`src/tlict_ram.sv`:
```
// Generic single-write, single-read RAM with registered read data.
module tlict_ram #(
	parameter int WIDTH = 8,
	parameter int DEPTH = 16
) (
	input  logic                                  clk,
	input  logic                                  we,
	input  logic [(DEPTH > 1 ? $clog2(DEPTH) : 1)-1:0] waddr,
	input  logic [WIDTH-1:0]                      wdata,
	input  logic                                  re,
	input  logic [(DEPTH > 1 ? $clog2(DEPTH) : 1)-1:0] raddr,
	output logic [WIDTH-1:0]                      rdata
);
	logic [WIDTH-1:0] mem [DEPTH];

	always_ff @(posedge clk) begin
		if (we) begin
			mem[waddr] <= wdata;
		end
		if (re) begin
			rdata <= mem[raddr];
		end
	end
endmodule

```
`config.mk`:
```
export PLATFORM = sky130hd
export DESIGN_NAME = tlict_ram
export DESIGN_NICKNAME = d
export VERILOG_FILES = /design/src/tlict_ram.sv
export SDC_FILE = /design/constraint.sdc
export NUM_CORES = 1
export LEC_CHECK = 0
export CORE_UTILIZATION = 40
export CTS_CLUSTER_SIZE = 24
export DETAILED_ROUTE_END_ITERATION = 10
export DONT_BUFFER_PORTS = 1
export MAX_ROUTING_LAYER = met4
export PLACE_DENSITY = 0.58
export SLEW_MARGIN = 20
export SYNTH_ARGS = -nofsm -noshare
export SYNTH_HDL_FRONTEND = slang
export SYNTH_SLANG_ARGS = --single-unit
```
`constraint.sdc`:
```
create_clock -name clk -period 2.44 [get_ports clk]
set_clock_uncertainty 0.15 [all_clocks]
set_input_delay 0.732 -clock clk [delete_from_list [all_inputs] [get_ports clk]]
set_output_delay 0.732 -clock clk [all_outputs]
set_load 0.01 [all_outputs]
```
==> run metrics, run 1 <==
Synth Flop Type=edfxtp_1; die height=116.3 µm; worst-path maximum fanout=1; DRC errors left=0; H-tree lvl count=4; FMAX=563.4 MHz; Worst-Skew Late Latency=0.40 ns; die area=~14,000 µm²; CORE AREA=about 13,000 µm²; first-pass GRT wire length=14,710 µm; maximum VDD drop=0.0004993 V; CTS tree=done; Cell variety after synth=18; leading area contributor after synthesis=edfxtp_1; synth top area cells=edfxtp_1, mux4_2, mux4_1; WL per Instance=21.85 µm; Initial Util=0.4126; GPL Wtd Cong=just over 0.7; multi-input logic area=1057 µm²; Worst-Margin Slew=~0.44 ns; # rows=41; RSZ-0062 raised after global routing=false; most numerous cell in the Yosys netlist=edfxtp_1; Final nets=275; startpoint class of the critical path=flop; worst-case hold slack=0.2714 ns; EDFF count, synth=roughly 140; vias per cell=5.245; Detailed Place HPWL=6009 µm; max_slew headroom=0.7099; Via Count=2,313; width of the die=116.3 µm; synthesis-stage register bit count=136; status=finished, final reports clean; Area growth syn-to-layout=15.96%; Num CTS Buffers=17; FF/Latch Area=just over 4000 µm²; post-synthesis sequential area ratio=0.7812; clock tree buffer depth=2; Final setup viols=0; min cycle time layout=1.775 ns; Post CTS Setup Buffer Count=0; top-area cell type share of the netlist area=0.7812; critical path required time=1.56 ns; fillers=1,046; drt pass-1 iters=4; period utilization=0.7274; root buf cell=clkbuf_16; antenna-violating nets left=0; Total GRT Usage=0.1649; Max-Cap Viols=0; Iter 0 DRT Violations=204; I/O Pins=27; asr flop ratio synth=0; CP Class=flop to output port; setup TNS=0 ns; CTS resizes=0; largest net degree at the start of global routing=33; Worst Hold Class=input port to flop; Clk pin slew, worst setup/hold paths=0.05 ns; Synth Cell Area=5228 µm²; vias in the first global route=2,437; P per Cell Area=865.3 nW/µm²; Slew Viols, Final=0; drt total wl=9635 µm; GR Overflow Total=0; initial antenna violation count=0; CTS hold repair buffers=0; Crit. End Element=output port; Mean Syn Cell Area=22.83 µm²; Synth Net Count=248; final hold violation count=0; P_leak=1.982 nW; IO Port Bufs=0; clk sinks=136; Worst Path Arrival=between 0.8 and 0.9 ns; top post-synthesis cells by count=edfxtp_1, mux4_2, a22oi_1, mux4_1, nor2_1; synth warn=0; share of cells above drive strength 1=0.2342; Post-Synthesis Cells=229; Antenna Cells=0
where the power goes:
group | leakage (nW) | switching, W | internal (W)
clock network | 0.279 | 0.000857 | 0.00159
registers | 1.24 | 0.0000237 | 0.00264
logic | 0.466 | 0.0000598 | 0.0000807
logic make-up after synthesis:
logic type	after synthesis	synth area share
multiplexers	32	0.1479
flip-flops	136	0.7812
AND/OR/NAND/NOR	35	0.03136
AO/OA/AOI/OAI	16	0.02298
buffers and inverters	10	0.01651
through the flow:
stage                       util  cell area [µm²]  cells  total power, W  setup slack, ns
after global placement    0.4334             5492    409        0.002848           0.3854
after CTS                 0.4784             6062    441        0.005288           0.6383
final                     0.4784             6062    441        0.005245           0.6651
after detailed placement  0.4334             5492    409        0.002850           0.3616
after global routing      0.4784             6062    441        0.005394           0.6319
after floorplan                -             5228    229        0.002829          0.06513
sequential cells by signal (all words and copies together) (netlist names):
name	cells
rdata	8
mem	128
metal layers:
layer | vias to the layer above | track usage | wire [µm]
met1 | 1206 | 0.2216 | 4273
li1 | 1032 | - | -
met3 | 10 | 0.04619 | 580
met2 | 65 | 0.2406 | 4666
met4 | 0 | 0.06068 | 114
met5 | - | - | 0
final cells by class:
type | instances | area share
flip-flops and latches | 136 | 0.6737
multi-input cells | 83 | 0.1744
clock buffers | 21 | 0.07265
well taps | 172 | 0.03550
repair buffers | 18 | 0.02229
clock inverters | 11 | 0.02147
worst paths after layout:
path | start | to | slack [ns] | cells after the start
min reg2reg | mem[14][7] | rdata[7] | 0.60 | 3
max | rdata[0] | rdata[0] | 0.67 | 0
min | wdata[0] | mem[13][0] | 0.27 | 0
max reg2reg | mem[10][2] | rdata[2] | 0.77 | 3
placed cells by master (no fill, tap or decap):
cell	count
a22oi_1	16
and2_1	1
and2b_1	1
buf_4	18
bufinv_16	3
clkbuf_1	4
clkbuf_16	17
clkinv_1	2
clkinv_2	5
clkinvlp_4	1
edfxtp_1	136
mux4_1	14
mux4_2	18
nand2_1	9
nand2b_1	2
nand3_1	1
nand3b_1	2
nor2_1	13
nor2b_1	1
nor3_1	4
or3b_2	1
Note: power is estimated with default switching activity, not from simulation.
==> run 2, diff against run 1 <==
--- a/config.mk
+++ b/config.mk
@@ -10,7 +10,7 @@
 export DETAILED_ROUTE_END_ITERATION = 10
 export DONT_BUFFER_PORTS = 1
 export MAX_ROUTING_LAYER = met4
-export PLACE_DENSITY = 0.58
+export PLACE_DENSITY = 0.56
 export SLEW_MARGIN = 20
 export SYNTH_ARGS = -nofsm -noshare
 export SYNTH_HDL_FRONTEND = slang
==> constraint.sdc (replaced) <==
create_clock -name clk -period 1.8 [get_ports clk]
set_clock_uncertainty 0.15 [all_clocks]
set_input_delay 0.54 -clock clk [delete_from_list [all_inputs] [get_ports clk]]
set_output_delay 0.54 -clock clk [all_outputs]
set_load 0.01 [all_outputs]
==> run metrics, run 2 (synthesis gave the netlist of run 1 again) <==
Iter 0 DRT Violations=271 (was 204); Max stage delay on crit path=0.49 ns; Initial Util=0.4126 (unchanged); period utilization=0.9169; clk sinks=136 (unchanged); Worst R2R Setup Slack=0.15 ns (was 0.77 ns); crit-path cells=mux4_2, a22oi_1, nand2_1; most frequent cells in the layout=edfxtp_1, mux4_2, clkbuf_16 (was edfxtp_1, mux4_2, buf_4); min cycle time layout=1.650 ns; CTS tree=done (unchanged); maximum VDD drop=0.001117 V (was 0.0004993 V); RSZ-0062 raised after global routing=false (unchanged); CP Class=flop to flop (was flop to output port); Worst-Skew Late Latency=0.41 ns (was 0.40 ns); drt pass-1 iters=4 (unchanged); Final setup viols=0 (unchanged); startpoint class of the critical path=flop (unchanged); root buf cell=clkbuf_16 (unchanged); CORE AREA=12,670 µm² (unchanged); dpl cells=407 (was 409); Antenna Cells=0 (unchanged); worst-case hold slack=0.07117 ns (was 0.2714 ns); Reg power frac=0.458 (was 0.507); Worst-Margin Slew=0.7172 ns (was 0.4352 ns); # rows=41 (unchanged); fin cells=439 (was 441); H-tree lvl count=4 (unchanged); GPL Wtd Cong=0.7115 (was 0.7056); Final nets=273 (was 275); P_leak=1.999 nW (was 1.982 nW); Clock Power Share=0.516 (was 0.466); max_slew headroom=0.5209 (was 0.7099); CTS hold repair buffers=0 (unchanged); IO Port Bufs=0 (unchanged); width of the die=116.3 µm (unchanged); Post-Route M1 WL=4668 µm (was 4273 µm); worst-path maximum fanout=1 (unchanged); net switching power=0.001426 W (was 0.0009406 W); Clk pin slew, worst setup/hold paths=0.06 ns (was 0.05 ns); drt total wl=10,250 µm (was 9635 µm); Num CTS Buffers=17 (unchanged); Worst Hold Class=input port to flop (unchanged); Slew Viols, Final=0 (unchanged); WL met3=603 µm (was 580 µm); largest net degree at the start of global routing=33 (unchanged); dpl ws=-0.05522 ns (was 0.3616 ns); final setup margin=0.1495 ns (was 0.6651 ns); critical path required time=1.79 ns (was 1.56 ns); DRC errors left=0 (unchanged); Comb pwr share=0.026 (was 0.027); final instance area=6223 µm² (was 6062 µm²); Area after DPL=5527 µm² (was 5492 µm²); die area=13,530 µm² (unchanged); Area growth syn-to-layout=19.05% (was 15.96%); Crit. End Element=flop (was output port); Max-Cap Viols=0 (unchanged); FMAX=605.9 MHz; status=finished, final reports clean (unchanged); WL met2=4843 µm (was 4666 µm); CTS resizes=0 (unchanged); die height=116.3 µm (unchanged); Pint=0.006434 W (was 0.004305 W); Slowest cell on crit path=mux4_2; Post CTS Setup Buffer Count=0 (unchanged); commonest non-fill, non-tap cell in the layout=edfxtp_1 (unchanged); sw frac=0.1815 (was 0.1793); GR Overflow Total=0 (unchanged); Worst Path Arrival=1.64 ns (was 0.89 ns); Detailed Place HPWL=6257 µm (was 6009 µm); I/O Pins=27 (unchanged); P per Cell Area=1263 nW/µm² (was 865.3 nW/µm²); vias in the first global route=2,418 (was 2,437); clock tree buffer depth=2 (unchanged); WL per Instance=23.35 µm (was 21.85 µm); first-pass GRT wire length=15,320 µm (was 14,710 µm); Via Count=2,322 (was 2,313); share of cells above drive strength 1=0.3258 (was 0.2342); antenna-violating nets left=0 (unchanged); fillers=1,030 (was 1,046); max FFs per register=128 (unchanged); initial antenna violation count=0 (unchanged); vias per cell=5.289 (was 5.245); Total GRT Usage=0.1759 (was 0.1649); Largest regs=mem: 128 flops, rdata: 8 flops (unchanged); Largest Register=mem (unchanged); top layer in use=met4 (unchanged); final hold violation count=0 (unchanged)
==> run 2: power by group through the flow <==
stage               Sequential (W)  Combinational, W  Clock, W
floorplan                  0.00366          0.000200         0
global placement           0.00366          0.000210         0
detailed placement         0.00367          0.000211         0
CTS                        0.00360          0.000212   0.00411
global route               0.00361          0.000222   0.00425
finish                     0.00360          0.000208   0.00405
==> run 2: area by class of cell <==
type / instances / area [µm²] / share of cell area
Clock inverter: 15 / 271.5 / 0.04363
Clock buffer: 17 / 425.4 / 0.06836
Timing Repair Buffer: 16 / 182.7 / 0.02935
Multi-Input combinational cell: 83 / 1045 / 0.1679
Sequential cell: 136 / 4084 / 0.6562
Tap cell: 172 / 215.2 / 0.03458
==> run 2: worst paths after layout <==
| path | endpoint | start | cells past startpoint |
|---|---|---|---|
| worst min-delay path | mem[15][5] | wdata[5] | 0 |
| worst max-delay path | rdata[2] | mem[6][2] | 3 |
| worst max register to register | rdata[2] | mem[6][2] | 3 |
| worst min register to register | rdata[3] | mem[13][3] | 3 |
==> run 2: worst max-delay path: cells and delay by family (launching register included) <==
family,cells,cell delay (ns)
AO/OA/AOI/OAI,1,0.24
flip-flops,1,0.37
multiplexers,1,0.49
AND/OR/NAND/NOR,1,0.14
==> run 2: per-stage QoR <==
step,util,power (W),setup TNS (ns)
floorplan,-,0.003855,-0.7119
global placement,0.4362,0.003874,-0.1161
global route,0.4912,0.008073,0
detailed placement,0.4362,0.003878,-0.1454
CTS,0.4912,0.007925,0
finish,0.4912,0.007860,0
==> run 2: routing by layer <==
layer / track usage / vias up
met4: 0.06154 / 0
li1: - / 1019
met5: - / -
met2: 0.2536 / 64
met1: 0.2390 / 1228
met3: 0.05034 / 11
